<file path="src/sv/cba_pkg.sv">
// Shared types, field widths, codes and command/status structs for the
// contiguous block allocator. No dependencies.
package cba_pkg;

  localparam int MAX_BLOCKS_DEF = 256;

  localparam int BB_W     = 13;
  localparam int ACT_W    = 9;
  localparam int SIZE_W   = 21;
  localparam int OFS_W    = 20;
  localparam int HEAD_W   = 8;

  localparam int CFG_IDX_W  = 2;
  localparam int CFG_DATA_W = 13;

  localparam logic [CFG_IDX_W-1:0] CFG_BLOCK_BYTES   = 2'd0;
  localparam logic [CFG_IDX_W-1:0] CFG_ACTIVE_BLOCKS = 2'd1;

  localparam logic [BB_W-1:0]  BB_RESET  = 13'd64;
  localparam logic [BB_W-1:0]  BB_MAX    = 13'd4096;
  localparam logic [ACT_W-1:0] ACT_RESET = 9'd256;

  typedef enum logic [1:0] {
    ACT_ALLOC = 2'd0,
    ACT_FREE  = 2'd1,
    ACT_CLEAR = 2'd2
  } action_t;

  typedef struct packed {
    action_t             action;
    logic [SIZE_W-1:0]   size_bytes;
    logic [OFS_W-1:0]    region_offset;
  } in_t;

  typedef struct packed {
    logic                ok;
    logic [OFS_W-1:0]    alloc_offset;
    logic [HEAD_W-1:0]   head_block;
  } out_t;

  typedef enum logic [1:0] {
    RES_FAIL,
    RES_OK,
    RES_ALLOC
  } res_t;

  typedef enum logic {
    DIV_SIZE,
    DIV_OFFSET
  } div_sel_t;

  typedef enum logic [1:0] {
    SWP_WIPE,
    SWP_MARK,
    SWP_FREE
  } swp_mode_t;

  typedef struct packed {
    logic      load;
    logic      div_start;
    div_sel_t  div_sel;
    logic      cap_base;
    logic      cap_cnt;
    logic      scan_init;
    logic      scan_step;
    logic      sweep_init;
    swp_mode_t sweep_mode;
    logic      sweep_run;
    logic      mult;
    logic      out_load;
    res_t      res;
  } cmd_t;

  typedef struct packed {
    action_t action;
    logic    size_zero;
    logic    div_done;
    logic    need_gt_act;
    logic    found;
    logic    exhausted;
    logic    sweep_done;
  } sts_t;

endpackage

</file>
<file path="src/sv/contiguous_block_allocator.sv">
// Top level of the contiguous block allocator: controller plus datapath.
// Depends on cba_pkg, cba_ctrl and cba_datapath.
//
// One request at a time; the next is taken once the current result is in the
// output register. For an allocate, the bit-serial divider converts bytes to
// blocks, the first-fit scan reads the used-map memory one block a cycle,
// and marking writes one block a cycle. A failed size check ends before the
// scan. Free runs two divisions, then one write per freed block; clear sweeps
// the whole used map and unknown actions return a failed result. After reset
// a clearing pass runs through the used map while requests are stalled;
// configuration writes are taken at any time.
module contiguous_block_allocator #(
  parameter int MAX_BLOCKS = cba_pkg::MAX_BLOCKS_DEF
) (
  input  logic                           clk,
  input  logic                           rst_n,
  input  logic                           in_valid,
  output logic                           in_stall,
  input  cba_pkg::in_t                   in_data,
  output logic                           out_valid,
  input  logic                           out_stall,
  output cba_pkg::out_t                  out_data,
  input  logic                           cfg_valid,
  output logic                           cfg_ready,
  input  logic [cba_pkg::CFG_IDX_W-1:0]  cfg_index,
  input  logic [cba_pkg::CFG_DATA_W-1:0] cfg_data
);
  import cba_pkg::*;

  cmd_t cmd;
  sts_t sts;

  assign cfg_ready = 1'b1;

  cba_ctrl u_ctrl (
    .clk       (clk),
    .rst_n     (rst_n),
    .in_valid  (in_valid),
    .in_stall  (in_stall),
    .out_valid (out_valid),
    .out_stall (out_stall),
    .sts       (sts),
    .cmd       (cmd)
  );

  cba_datapath #(
    .MAX_BLOCKS (MAX_BLOCKS)
  ) u_datapath (
    .clk       (clk),
    .rst_n     (rst_n),
    .cfg_we    (cfg_valid && cfg_ready),
    .cfg_index (cfg_index),
    .cfg_data  (cfg_data),
    .in_data   (in_data),
    .cmd       (cmd),
    .sts       (sts),
    .out_data  (out_data)
  );

endmodule

</file>
<file path="src/sv/cba_div.sv">
// Iterative restoring divider, one quotient bit per cycle.
// Depends on cba_pkg for the dividend and divisor widths.
module cba_div (
  input  logic                       clk,
  input  logic                       rst_n,
  input  logic                       start,
  input  logic [cba_pkg::SIZE_W-1:0] dividend,
  input  logic [cba_pkg::BB_W-1:0]   divisor,
  output logic                       done,
  output logic [cba_pkg::SIZE_W-1:0] quotient,
  output logic                       rem_nz
);
  import cba_pkg::*;

  localparam int STEP_W = $clog2(SIZE_W);
  localparam logic [STEP_W-1:0] LAST_STEP = STEP_W'(SIZE_W - 1);

  logic              busy_r;
  logic              done_r;
  logic [STEP_W-1:0] step_r;
  logic [BB_W:0]     rem_r;
  logic [SIZE_W-1:0] quo_r;

  logic [BB_W:0]     shifted;
  logic              take;
  logic [BB_W:0]     rem_next;

  // The partial remainder stays below the divisor, so its low bits hold it.
  always_comb begin
    shifted  = {rem_r[BB_W-1:0], quo_r[SIZE_W-1]};
    take     = shifted >= {1'b0, divisor};
    rem_next = take ? (shifted - {1'b0, divisor}) : shifted;
  end

  always_ff @(posedge clk) begin
    if (!rst_n) begin
      busy_r <= 1'b0;
      done_r <= 1'b0;
      step_r <= '0;
    end else if (start) begin
      busy_r <= 1'b1;
      done_r <= 1'b0;
      step_r <= '0;
    end else if (busy_r) begin
      if (step_r == LAST_STEP) begin
        busy_r <= 1'b0;
        done_r <= 1'b1;
      end else begin
        step_r <= step_r + STEP_W'(1);
      end
    end
  end

  always_ff @(posedge clk) begin
    if (start) begin
      rem_r <= '0;
      quo_r <= dividend;
    end else if (busy_r) begin
      rem_r <= rem_next;
      quo_r <= {quo_r[SIZE_W-2:0], take};
    end
  end

  assign done     = done_r;
  assign quotient = quo_r;
  assign rem_nz   = rem_r != '0;

endmodule

</file>
<file path="src/sv/cba_datapath.sv">
// Datapath of the block allocator: configuration registers, used-map memory,
// scan and sweep counters, divider, offset multiplier and result register.
// Depends on cba_pkg and cba_div.
module cba_datapath #(
  parameter int MAX_BLOCKS = cba_pkg::MAX_BLOCKS_DEF
) (
  input  logic                           clk,
  input  logic                           rst_n,
  input  logic                           cfg_we,
  input  logic [cba_pkg::CFG_IDX_W-1:0]  cfg_index,
  input  logic [cba_pkg::CFG_DATA_W-1:0] cfg_data,
  input  cba_pkg::in_t                   in_data,
  input  cba_pkg::cmd_t                  cmd,
  output cba_pkg::sts_t                  sts,
  output cba_pkg::out_t                  out_data
);
  import cba_pkg::*;

  localparam int BW  = (MAX_BLOCKS > 1) ? $clog2(MAX_BLOCKS) : 1;
  localparam int AW  = $clog2(MAX_BLOCKS + 1);
  localparam int CW  = (AW > ACT_W) ? AW : ACT_W;
  localparam int PW  = AW + BB_W;
  localparam int SW1 = SIZE_W + 1;
  localparam logic [AW-1:0] MAX_A = AW'(MAX_BLOCKS);
  localparam logic [CW-1:0] MAX_C = CW'(MAX_BLOCKS);

  logic [BB_W-1:0]   bb_cfg_r;
  logic [ACT_W-1:0]  act_cfg_r;
  in_t               req_r;
  logic [SIZE_W-1:0] base_r;
  logic [SIZE_W-1:0] cnt_r;
  logic [AW-1:0]     head_r;
  logic [AW-1:0]     run_r;
  logic [AW-1:0]     rd_idx_r;
  logic [AW-1:0]     chk_idx_r;
  logic              chk_vld_r;
  logic              rd_data_r;
  logic [AW-1:0]     idx_r;
  logic [AW-1:0]     end_r;
  logic              wr_bit_r;
  logic [PW-1:0]     prod_r;
  out_t              out_r;

  logic used_mem [MAX_BLOCKS];

  logic [BB_W-1:0]   bb_eff;
  logic [AW-1:0]     act_eff;
  logic [SIZE_W-1:0] div_dividend;
  logic              div_done;
  logic [SIZE_W-1:0] quo;
  logic              rem_nz;
  logic              issue;
  logic              rd_en;
  logic              wr_en;
  logic [AW-1:0]     found_head;
  logic              found;
  logic [SIZE_W-1:0] act_s;
  logic              in_range;
  logic [SIZE_W-1:0] room;
  logic [SW1-1:0]    stop;
  logic [AW-1:0]     free_end;

  always_comb begin
    if (bb_cfg_r == '0) begin
      bb_eff = BB_W'(1);
    end else if (bb_cfg_r > BB_MAX) begin
      bb_eff = BB_MAX;
    end else begin
      bb_eff = bb_cfg_r;
    end
    if (CW'(act_cfg_r) > MAX_C) begin
      act_eff = MAX_A;
    end else begin
      act_eff = AW'(act_cfg_r);
    end
  end

  assign div_dividend = (cmd.div_sel == DIV_SIZE) ? req_r.size_bytes
                                                  : SIZE_W'(req_r.region_offset);

  cba_div u_div (
    .clk      (clk),
    .rst_n    (rst_n),
    .start    (cmd.div_start),
    .dividend (div_dividend),
    .divisor  (bb_eff),
    .done     (div_done),
    .quotient (quo),
    .rem_nz   (rem_nz)
  );

  // The scan reads one block a cycle; the data returns the next cycle, so
  // the read pointer runs one block ahead of the block being checked.
  always_comb begin
    issue      = rd_idx_r < act_eff;
    rd_en      = cmd.scan_step && issue;
    found_head = (run_r == '0) ? chk_idx_r : head_r;
    found      = chk_vld_r && !rd_data_r &&
                 ((SIZE_W'(run_r) + SIZE_W'(1)) == cnt_r);
    wr_en      = cmd.sweep_run && (idx_r < end_r);
  end

  // A freed run is clipped to the active blocks.
  always_comb begin
    act_s    = SIZE_W'(act_eff);
    in_range = base_r < act_s;
    room     = act_s - base_r;
    stop     = SW1'(base_r) + SW1'(cnt_r);
    free_end = (cnt_r > room) ? act_eff : AW'(stop);
  end

  always_ff @(posedge clk) begin
    if (wr_en) begin
      used_mem[idx_r[BW-1:0]] <= wr_bit_r;
    end
  end

  always_ff @(posedge clk) begin
    if (rd_en) begin
      rd_data_r <= used_mem[rd_idx_r[BW-1:0]];
    end
  end

  // After reset the sweep range covers the whole map, so the controller's
  // first pass clears it.
  always_ff @(posedge clk) begin
    if (!rst_n) begin
      bb_cfg_r  <= BB_RESET;
      act_cfg_r <= ACT_RESET;
      chk_vld_r <= 1'b0;
      idx_r     <= '0;
      end_r     <= MAX_A;
      wr_bit_r  <= 1'b0;
    end else begin
      if (cfg_we) begin
        case (cfg_index)
          CFG_BLOCK_BYTES:   bb_cfg_r  <= cfg_data[BB_W-1:0];
          CFG_ACTIVE_BLOCKS: act_cfg_r <= cfg_data[ACT_W-1:0];
          default: ;
        endcase
      end
      if (cmd.scan_init) begin
        chk_vld_r <= 1'b0;
      end else if (cmd.scan_step) begin
        chk_vld_r <= issue;
      end
      if (cmd.sweep_init) begin
        case (cmd.sweep_mode)
          SWP_WIPE: begin
            idx_r    <= '0;
            end_r    <= MAX_A;
            wr_bit_r <= 1'b0;
          end
          SWP_MARK: begin
            idx_r    <= found_head;
            end_r    <= chk_idx_r + AW'(1);
            wr_bit_r <= 1'b1;
          end
          SWP_FREE: begin
            idx_r    <= in_range ? AW'(base_r) : '0;
            end_r    <= in_range ? free_end : '0;
            wr_bit_r <= 1'b0;
          end
          default: begin
            idx_r    <= '0;
            end_r    <= '0;
            wr_bit_r <= 1'b0;
          end
        endcase
      end else if (wr_en) begin
        idx_r <= idx_r + AW'(1);
      end
    end
  end

  always_ff @(posedge clk) begin
    if (cmd.load) begin
      req_r <= in_data;
    end
    if (cmd.cap_base) begin
      base_r <= quo;
    end
    if (cmd.cap_cnt) begin
      cnt_r <= quo + SIZE_W'(rem_nz);
    end
    if (cmd.scan_init) begin
      rd_idx_r <= '0;
      run_r    <= '0;
      head_r   <= '0;
    end else if (cmd.scan_step) begin
      if (issue) begin
        rd_idx_r <= rd_idx_r + AW'(1);
      end
      chk_idx_r <= rd_idx_r;
      if (chk_vld_r) begin
        if (!rd_data_r) begin
          if (run_r == '0) begin
            head_r <= chk_idx_r;
          end
          run_r <= run_r + AW'(1);
        end else begin
          run_r <= '0;
        end
      end
    end
    if (cmd.sweep_init && (cmd.sweep_mode == SWP_MARK)) begin
      head_r <= found_head;
    end
    if (cmd.mult) begin
      prod_r <= PW'(head_r) * PW'(bb_eff);
    end
    if (cmd.out_load) begin
      case (cmd.res)
        RES_ALLOC: begin
          out_r.ok           <= 1'b1;
          out_r.alloc_offset <= OFS_W'(prod_r);
          out_r.head_block   <= HEAD_W'(head_r);
        end
        RES_OK: begin
          out_r.ok           <= 1'b1;
          out_r.alloc_offset <= '0;
          out_r.head_block   <= '0;
        end
        default: begin
          out_r.ok           <= 1'b0;
          out_r.alloc_offset <= '0;
          out_r.head_block   <= '0;
        end
      endcase
    end
  end

  always_comb begin
    sts.action      = req_r.action;
    sts.size_zero   = req_r.size_bytes == '0;
    sts.div_done    = div_done;
    sts.need_gt_act = cnt_r > SIZE_W'(act_eff);
    sts.found       = found;
    sts.exhausted   = !chk_vld_r && !issue;
    sts.sweep_done  = idx_r >= end_r;
  end

  assign out_data = out_r;

  a_no_write_in_scan: assert property (@(posedge clk) disable iff (!rst_n)
    cmd.scan_step |-> !wr_en)
    else $error("used map written during a scan");

  a_run_in_active: assert property (@(posedge clk) disable iff (!rst_n)
    (cmd.sweep_init && (cmd.sweep_mode != SWP_WIPE)) |=> (end_r <= $past(act_eff)))
    else $error("mark or free range passes the active blocks");

  a_read_in_map: assert property (@(posedge clk) disable iff (!rst_n)
    rd_en |-> (rd_idx_r < MAX_A))
    else $error("scan read beyond the used map");

endmodule

</file>
<file path="src/sv/cba_ctrl.sv">
// Controller state machine of the block allocator: sequences division,
// scan, map sweeps and result delivery. Depends on cba_pkg.
module cba_ctrl (
  input  logic          clk,
  input  logic          rst_n,
  input  logic          in_valid,
  output logic          in_stall,
  output logic          out_valid,
  input  logic          out_stall,
  input  cba_pkg::sts_t sts,
  output cba_pkg::cmd_t cmd
);
  import cba_pkg::*;

  typedef enum logic [3:0] {
    S_WIPE,
    S_IDLE,
    S_DISPATCH,
    S_DIV_OFS,
    S_DIV_SIZE,
    S_PLAN,
    S_SCAN,
    S_SWEEP,
    S_MULT,
    S_DONE
  } state_t;

  state_t state_r, state_nxt;
  res_t   res_r, res_nxt;
  logic   out_valid_r, out_valid_nxt;

  always_comb begin
    cmd           = '0;
    cmd.res       = res_r;
    state_nxt     = state_r;
    res_nxt       = res_r;
    out_valid_nxt = out_valid_r && out_stall;
    case (state_r)
      S_WIPE: begin
        cmd.sweep_run = 1'b1;
        if (sts.sweep_done) begin
          state_nxt = S_IDLE;
        end
      end
      S_IDLE: begin
        if (in_valid) begin
          cmd.load  = 1'b1;
          state_nxt = S_DISPATCH;
        end
      end
      S_DISPATCH: begin
        case (sts.action)
          ACT_ALLOC: begin
            if (sts.size_zero) begin
              res_nxt   = RES_FAIL;
              state_nxt = S_DONE;
            end else begin
              cmd.div_start = 1'b1;
              cmd.div_sel   = DIV_SIZE;
              state_nxt     = S_DIV_SIZE;
            end
          end
          ACT_FREE: begin
            cmd.div_start = 1'b1;
            cmd.div_sel   = DIV_OFFSET;
            state_nxt     = S_DIV_OFS;
          end
          ACT_CLEAR: begin
            cmd.sweep_init = 1'b1;
            cmd.sweep_mode = SWP_WIPE;
            res_nxt        = RES_OK;
            state_nxt      = S_SWEEP;
          end
          default: begin
            res_nxt   = RES_FAIL;
            state_nxt = S_DONE;
          end
        endcase
      end
      S_DIV_OFS: begin
        if (sts.div_done) begin
          cmd.cap_base  = 1'b1;
          cmd.div_start = 1'b1;
          cmd.div_sel   = DIV_SIZE;
          state_nxt     = S_DIV_SIZE;
        end
      end
      S_DIV_SIZE: begin
        if (sts.div_done) begin
          cmd.cap_cnt = 1'b1;
          state_nxt   = S_PLAN;
        end
      end
      S_PLAN: begin
        if (sts.action == ACT_FREE) begin
          cmd.sweep_init = 1'b1;
          cmd.sweep_mode = SWP_FREE;
          res_nxt        = RES_OK;
          state_nxt      = S_SWEEP;
        end else if (sts.need_gt_act) begin
          res_nxt   = RES_FAIL;
          state_nxt = S_DONE;
        end else begin
          cmd.scan_init = 1'b1;
          state_nxt     = S_SCAN;
        end
      end
      S_SCAN: begin
        if (sts.found) begin
          cmd.sweep_init = 1'b1;
          cmd.sweep_mode = SWP_MARK;
          res_nxt        = RES_ALLOC;
          state_nxt      = S_SWEEP;
        end else if (sts.exhausted) begin
          res_nxt   = RES_FAIL;
          state_nxt = S_DONE;
        end else begin
          cmd.scan_step = 1'b1;
        end
      end
      S_SWEEP: begin
        cmd.sweep_run = 1'b1;
        if (sts.sweep_done) begin
          state_nxt = (res_r == RES_ALLOC) ? S_MULT : S_DONE;
        end
      end
      S_MULT: begin
        cmd.mult  = 1'b1;
        state_nxt = S_DONE;
      end
      S_DONE: begin
        // The result register is free, or its current result leaves now.
        if (!out_valid_r || !out_stall) begin
          cmd.out_load  = 1'b1;
          out_valid_nxt = 1'b1;
          state_nxt     = S_IDLE;
        end
      end
      default: begin
        state_nxt = S_IDLE;
      end
    endcase
  end

  always_ff @(posedge clk) begin
    if (!rst_n) begin
      state_r     <= S_WIPE;
      res_r       <= RES_FAIL;
      out_valid_r <= 1'b0;
    end else begin
      state_r     <= state_nxt;
      res_r       <= res_nxt;
      out_valid_r <= out_valid_nxt;
    end
  end

  assign in_stall  = state_r != S_IDLE;
  assign out_valid = out_valid_r;

  a_load_room: assert property (@(posedge clk) disable iff (!rst_n)
    cmd.out_load |-> (!out_valid_r || !out_stall))
    else $error("result loaded over one not yet taken");

  a_accept_busy: assert property (@(posedge clk) disable iff (!rst_n)
    (in_valid && !in_stall) |=> in_stall)
    else $error("second request taken before the first finished");

  a_found_mark: assert property (@(posedge clk) disable iff (!rst_n)
    (state_r == S_SCAN && sts.found) |=> (state_r == S_SWEEP && res_r == RES_ALLOC))
    else $error("found run not marked");

endmodule

</file>
<file path="config.mk">
export PLATFORM = sky130hd
export DESIGN_NAME = contiguous_block_allocator
export DESIGN_NICKNAME = d
export VERILOG_FILES = /design/src/sv/cba_pkg.sv /design/src/sv/contiguous_block_allocator.sv /design/src/sv/cba_div.sv /design/src/sv/cba_datapath.sv /design/src/sv/cba_ctrl.sv
export SDC_FILE = /design/constraint.sdc
export NUM_CORES = 1
export LEC_CHECK = 0
export ABC_AREA = 1
export BUFFER_PORTS_ARGS = -buffer_cell sky130_fd_sc_hd__buf_4
export CELL_PAD_IN_SITES_DETAIL_PLACEMENT = 0
export CELL_PAD_IN_SITES_GLOBAL_PLACEMENT = 1
export CORE_UTILIZATION = 49
export CTS_BUF_LIST = sky130_fd_sc_hd__clkbuf_16
export DETAILED_ROUTE_END_ITERATION = 12
export GPL_ROUTABILITY_DRIVEN = 0
export GPL_TIMING_DRIVEN = 0
export PLACE_DENSITY_LB_ADDON = 0.1
export SLEW_MARGIN = 20
export SYNTH_ARGS = -nofsm -noshare
export SYNTH_HDL_FRONTEND = slang
export SYNTH_SLANG_ARGS = --single-unit
</file>
<file path="constraint.sdc">
create_clock -name clk -period 5.78 [get_ports clk]
set_input_delay 0.867 -clock clk [delete_from_list [all_inputs] [get_ports clk]]
set_output_delay 0.867 -clock clk [all_outputs]
set_load 0.03 [all_outputs]
</file>
Yosys cells after proc, flatten, opt, wreduce, memory -nomap -nowiden
Memories as Yosys holds them, arrays and structs flattened. A register that Yosys moved wholly into a read port is not among the register bits.
Cells that the tools add are included.
- logic and storage cells: 194
- bits in registers: 261
- bits in writable memories: 256
- memories kept: 1
- memory list (memory ; words ; width ; rd ports ; clocked after memory_dff ; write ports ; RTL line ; RTL):
    u_datapath.used_mem ; 256 ; 1 ; 1 ; 1 ; 1 ; cba_datapath.sv:44 ; logic used_mem [MAX_BLOCKS];
- add/subtract/negate cells: 10
- equal/unequal tests: 30
- bitwise logic cells: 3
- multipliers: 1
- muxes and demuxes: 74
- reductions and logical operators: 39
- $lt $le $gt $ge: 9
- operator list (operator ; count):
    9-bit 2-to-1 mux ; 13
    21-bit 2-to-1 mux ; 3
    29-bit one-hot mux with 2 select lines ; 1
    4-bit 2-to-1 mux ; 11
    4-bit one-hot mux with 10 select lines ; 1
    9-bit by 1-bit adder with 9-bit output, second input constant ; 4
    9-bit one-hot mux with 3 select lines ; 1
    13-bit 2-to-1 mux ; 2
    1-bit 2-to-1 mux ; 24
    21-bit by 1-bit adder with 21-bit output ; 1
    10-bit by 21-bit == test with 1-bit output ; 1
    21-bit > comparator ; 1
    21-bit by 9-bit > comparator with 1-bit output ; 1
    21-bit logical NOT ; 1
    21-bit by 9-bit < comparator with 1-bit output ; 1
    9-bit by 21-bit subtractor with 21-bit output ; 1
    9-bit by 13-bit multiplier with 20-bit output ; 1
    9-bit < comparator ; 2
    9-bit one-hot mux with 2 select lines ; 1
    4-bit by 3-bit == test with 1-bit output, second input constant ; 4
    14-bit by 13-bit greater-or-equal comparator with 1-bit output ; 1
    14-bit 2-to-1 mux ; 1
    2-bit AND reduction ; 7
    14-bit nonzero test ; 1
    38 further kinds ; 81

Depth between registers and ports, before layout
- depth in word-level cells: 11
- gate-level depth with buffers: 31

Modules after synthesis
From an unflattened synthesis, not the netlist that was laid out.
- cells, all modules: 3346
- area, all modules: 29773.6 µm²
- by module, submodules not included (module ; cells an instance ; times used ; area each (µm²)):
    cba_datapath ; 2784 ; 1 ; 26130.1
    cba_div ; 418 ; 1 ; 2862.7
    cba_ctrl ; 142 ; 1 ; 769.5
    contiguous_block_allocator ; 2 ; 1 ; 11.3

Worst setup path after synthesis
No wires, ideal clock.
- path type: reg2reg
- from: reg u_datapath.bb_cfg_r[8]
- to: reg u_datapath.prod_r[14] (data pin)
- path slack: 0.772 ns
- arrival time: 4.746 ns
- setup time: 0.262 ns
- stages on the path, launching flop included: 22
- data required time: 5.518 ns
- clock period less this slack: 5.008 ns
- buffers on the path: 0
- path through: dfxtp_1 > nor4_1 > nand3_1 > nand2_1 > inv_1 > nor2_1 > inv_1 > nor2_1 > fa_1 > fa_1 > fa_1 > inv_1 > fa_1 > inv_1 > ha_1 > a21oi_1 > inv_1 > a31oi_1 > o21ai_0 > a21oi_1 > o21bai_1 > xor2_1
- longest elaborated chain between the ends: 4
- elaborated cells between the ends (all ways): 5
- classes of those cells: mul: 1; order compare: 1; mux: 2; reduce/logical: 1
- RTL lines (what ; RTL line ; RTL):
    start, declared ; cba_datapath.sv:27 ; logic [BB_W-1:0] bb_cfg_r;
    start signal, assigned ; cba_datapath.sv:137 ; CFG_BLOCK_BYTES: bb_cfg_r <= cfg_data[BB_W-1:0];
    13-bit > comparator ; cba_datapath.sv:66 ; end else if (bb_cfg_r > BB_MAX) begin
    13-bit 2-to-1 mux ; cba_datapath.sv:66 ;
    13-bit 2-to-1 mux * ; cba_datapath.sv:64 ; if (bb_cfg_r == '0) begin
    9-bit by 13-bit multiplier with 20-bit output * ; cba_datapath.sv:210 ; prod_r <= PW'(head_r) * PW'(bb_eff);
    end signal, assigned ; cba_datapath.sv:210 ;
    end, declared ; cba_datapath.sv:41 ; logic [PW-1:0] prod_r;
Mark *: on every way between the ends. The rest lies on a longest branch, timed or not.
A chain may end at the register's enable or synchronous reset.

Final worst setup path
- from: reg u_datapath.bb_cfg_r[8]
- to: reg u_datapath.prod_r[19] (data pin)
Same word-level chain as after synthesis.

==> results.md <==
- After routing, the total negative slack on setup checks comes to 0 ps.
- The total number of H-tree levels is 2.
- The placed wire-length estimate is 65.9 mm.
- The total overflow left after global routing is 0.
- In the finished design, the share of the clock period the worst path needs comes to 0.959.
- Counting every instance in the synthesized netlist gives 3389.
- The finished layout holds 4386 standard cells, fillers aside.
- Final hold analysis gives a worst-case slack of 413 ps.
- The die boundary width is 249 um.
- Counting every net in the synthesized netlist gives 3666.
- STA classifies the critical path startpoint as a register.
- TritonCTS built the clock tree.
- The critical setup path kind is reg2reg.
- In this run the cell area of the synthesized design comes to 0.0298 mm2.
- The effective utilization at floorplan is 0.495.
- Based on the critical path, the design can be clocked at up to 180 MHz.
- STA puts the critical path data arrival time at 5890 ps.
- The number of placed instances, taps included is 4270.
- The number of sinks handled by clock tree synthesis is 518.
- The worst path needs 5540 ps of the cycle, external delays included.
- Of the synthesized area, sequential elements account for 0.492.
- The max-capacitance violation count is 0.
- The port buffer count is 93.
- The number of search-and-repair iterations in the first detailed-routing pass is 6.
- The repair_antennas step left the layout with diodes totalling 0.
- The count of endpoints failing setup in the final report is 0.
- The number of buffers created by CTS is 56.
- After the last flow step, the layout net total stands at 3837.
- The floorplan has 90 rows.
- The number of storage elements in the synthesis netlist is 518.
- Of the cells placed in the final design, the portion with a size suffix greater than 1 is 0.0877.
- The detailed-route via count is 24.7k.
- The largest total area in the synthesized netlist belongs to sky130_fd_sc_hd__edfxtp_1.
- The count of warnings emitted by yosys is 0.
- The category of the worst setup path capture point is a register.
- During I/O placement, the number of pins put on the boundary was 95.
- For this design, the CTS-stage hold fixing added 0 buffers.
- After the first detailed-routing iteration, the DRC count stood at 2537.
- The number of synthesized flops with an enable pin is 430.
- The flow ran to the end, and the final reports show no timing, DRC or antenna violations.
- The worst min-delay path startpoint is in_data[18].
- The actual slew at the worst max-slew pin is 1050 ps.
- The total number of cells along the worst setup path is 24.
- The number of global-route vias before repair is 23.9k.
- The number of cells on the worst hold path is 1.
- The worst hold path terminates at u_datapath.req_r[18].
- The biggest fanout along the worst timing path is 5.
- Relative to the synthesized area, the layout overhead comes to 13.2%.
- The fraction of post-synthesis cell area in the top cell type by area is 0.433.
- The post-synthesis average cell area is 8.81 um2.
- The y dimension of the die is 249 um.
- After detailed routing, the average wire length per cell comes to 20.4 um.
- Dividing the detail-routed via count by the number of cells gives 5.64.
- The number of endpoints with negative hold slack in the final report is 0.
- The source-to-sink clock delay at the later pin of the worst-skew pair is 650 ps.
- The startpoint identified for the worst register-to-register timing path is u_datapath.bb_cfg_r[8].
- The cell chosen for the clock root is sky130_fd_sc_hd__clkbuf_16.
- The worst slew slack as a fraction of its limit is 0.298.
- The standard cell core area is 0.0602 mm2.
- The power density of the placed cells is 357 mW/mm2.
- The most numerous cell type found on the critical path is sky130_fd_sc_hd__nand2_1.
- The critical path buffer and inverter count is 6.
- For this run, design rule violations remaining after detail routing come to 0.
- The number of pins with negative max-slew slack in the final report came to 0.
- The largest net degree at the start of global routing is 74.
- The endpoint of the most critical register-to-register path is u_datapath.prod_r[19].
- Wires add up to 89.7 mm.
- For this run, the total global-route usage over all layers was measured as 0.288.
- By area the synthesized netlist is led by sky130_fd_sc_hd__edfxtp_1 (43%), sky130_fd_sc_hd__nor2_1 (8.1%), sky130_fd_sc_hd__nand2_1 (7.8%).
- The most common cell after layout, fill and taps aside is sky130_fd_sc_hd__nor2_1.
- The count of cells along the worst register-to-register path is 24.
- The flop-to-flop setup slack is 240 ps.
- The min-delay analysis places its worst path in the category in2reg.
- The number of antenna violations at the first check in global routing is 1.
- The share of flip-flops with an asynchronous set or reset after synthesis is 0.
- The critical path goes through nor4_2 > nand3_1 > nand2_2 > clkinvlp_4 > buf_4 > nor2_4 > buf_12 > nand2_1 > fa_1 > inv_1 > fa_1 > fa_1 > inv_1 > fa_1 > inv_1 > ha_2 > nand2_1 > nor4_2 > nand2_1 > o2111ai_2 > and2_4 > nor2_1 > nand2_1 > nand2_1.
- The number of antenna-violating nets in the routed design is 0.
- The master of the slowest instance on the critical path is sky130_fd_sc_hd__fa_1.
- In this run the static leakage power is 13.9 nW.
- Clock-pin slew was measured on the worst setup and hold paths at 60 ps.
- The die area is 0.0619 mm2.
- The netlist uses 51 different library cells.
- The required time at the worst-slack endpoint is 6130 ps.
- The largest single stage delay on the critical path is 580 ps.
- The first global-routing pass estimated 137 mm of wire.
- The maximum vdd drop is 0.000319 V.
- On the final layout, the worst clock skew is 36.3 ps.
- Among all flip-flop cells after synthesis, the most frequent one is sky130_fd_sc_hd__edfxtp_1.
- The sum of internal, switching and leakage power is 12.0 mW.
- In the layout the commonest cells are sky130_fd_sc_hd__nor2_1 (627), sky130_fd_sc_hd__nand2_1 (619), sky130_fd_sc_hd__edfxtp_1 (430), sky130_fd_sc_hd__inv_1 (407), sky130_fd_sc_hd__o21ai_0 (200).
- Once layout is complete, the utilization of the core stands at 0.561.
- The category of cells accounting for the largest share of critical-path delay is adder cells.
- The longest clock path from root to sink contains 3 buffers.
flip-flops by register name, indices dropped and copies added (netlist names), 13 cells and up:
signal and flops:
u_datapath.bb_cfg_r 13, u_datapath.req_r 41, u_datapath.used_mem 256, u_datapath.base_r 21, u_datapath.cnt_r 21, u_datapath.u_div.quotient 21
u_datapath.u_div.rem_r 14, u_datapath.prod_r 20, u_datapath.out_data 29
cell type report:
cell class              instances  area (um2)
plain buffers                 137         591
multi-input cells            2322       13200
inverters                     411        1560
clock inverters                46         367
well taps                     782         978
fillers                      5489       26500
repair buffers                114         970
clock buffers                  56        1400
flip-flops and latches        518       14700
cell usage after synthesis (all sizes together), types with 3 or more instances:
master and n:
nor4 12, xnor2 24, o22ai 40, clkbuf 92, a21oi 121, o221ai 5, nand2 626, a31oi 27
edfxtp 430, a21o 3, nand3b 5, nor2 652, inv 408, fa 80, o211ai 37, ha 134
buf 46, nand4 45, xor2 64, nor3 24, dfxtp 88, clkinv 3, o21ai 205, or2 6
o21bai 7, o21a 3, nand3 190
stage by stage:
stage | setup slack (ps) | area [um2]
after global placement | -1020 | 31500
final | 237 | 33800
after global routing | -85.0 | 33800
after floorplan | 772 | 29800
after detailed placement | -139 | 31700
after CTS | 8.33 | 33500
worst max-delay path by stage:
stage / start / endpoint / slack [ps]
4_1_cts: u_datapath.bb_cfg_r[6] / u_datapath.prod_r[14] / 8
2_1_floorplan: u_datapath.bb_cfg_r[8] / u_datapath.prod_r[14] / 770
3_3_place_gp: u_datapath.wr_bit_r / u_datapath.used_mem[213] / -1020
6_report: u_datapath.bb_cfg_r[8] / u_datapath.prod_r[19] / 240
5_1_grt: u_datapath.bb_cfg_r[8] / u_datapath.prod_r[19] / -80
3_5_place_dp: u_datapath.bb_cfg_r[8] / u_datapath.prod_r[14] / -140
routing by layer:
metal | GRT usage | wire (um) | share of wire
met5 | 0 | 0 | 0
met1 | 0.396 | 38100 | 0.42
met3 | 0.0395 | 7060 | 0.079
met4 | 0.108 | 3510 | 0.039
met2 | 0.465 | 41000 | 0.46
cell families (layout without fill, tap and decap cells):
group | Yosys count | in the layout | synth area share
xor gates and xnor gates | 89 | 89 | 0.0266
buffers and inverters | 549 | 764 | 0.0717
other | 1 | 1 | 0.000126
AOI/OAI and AO/OA | 454 | 454 | 0.0844
adders and majority gates | 214 | 214 | 0.110
and+or+nand+nor | 1564 | 1564 | 0.216
DFF | 518 | 518 | 0.492
where the power goes:
part           total, mW  switching, mW  internal, mW
sequential          4.48          0.192          4.29
clock               3.50           1.52          1.98
combinational       4.06           2.91          1.15
total               12.0           4.62          7.43
what timing repair did:
item	CTS	global route
buffers inserted	0	15
gates cloned	0	0
gates resized for setup	10	52
pin swaps	0	14
setup endpoints to repair	3	17
Power figures use the tool's default switching activity.
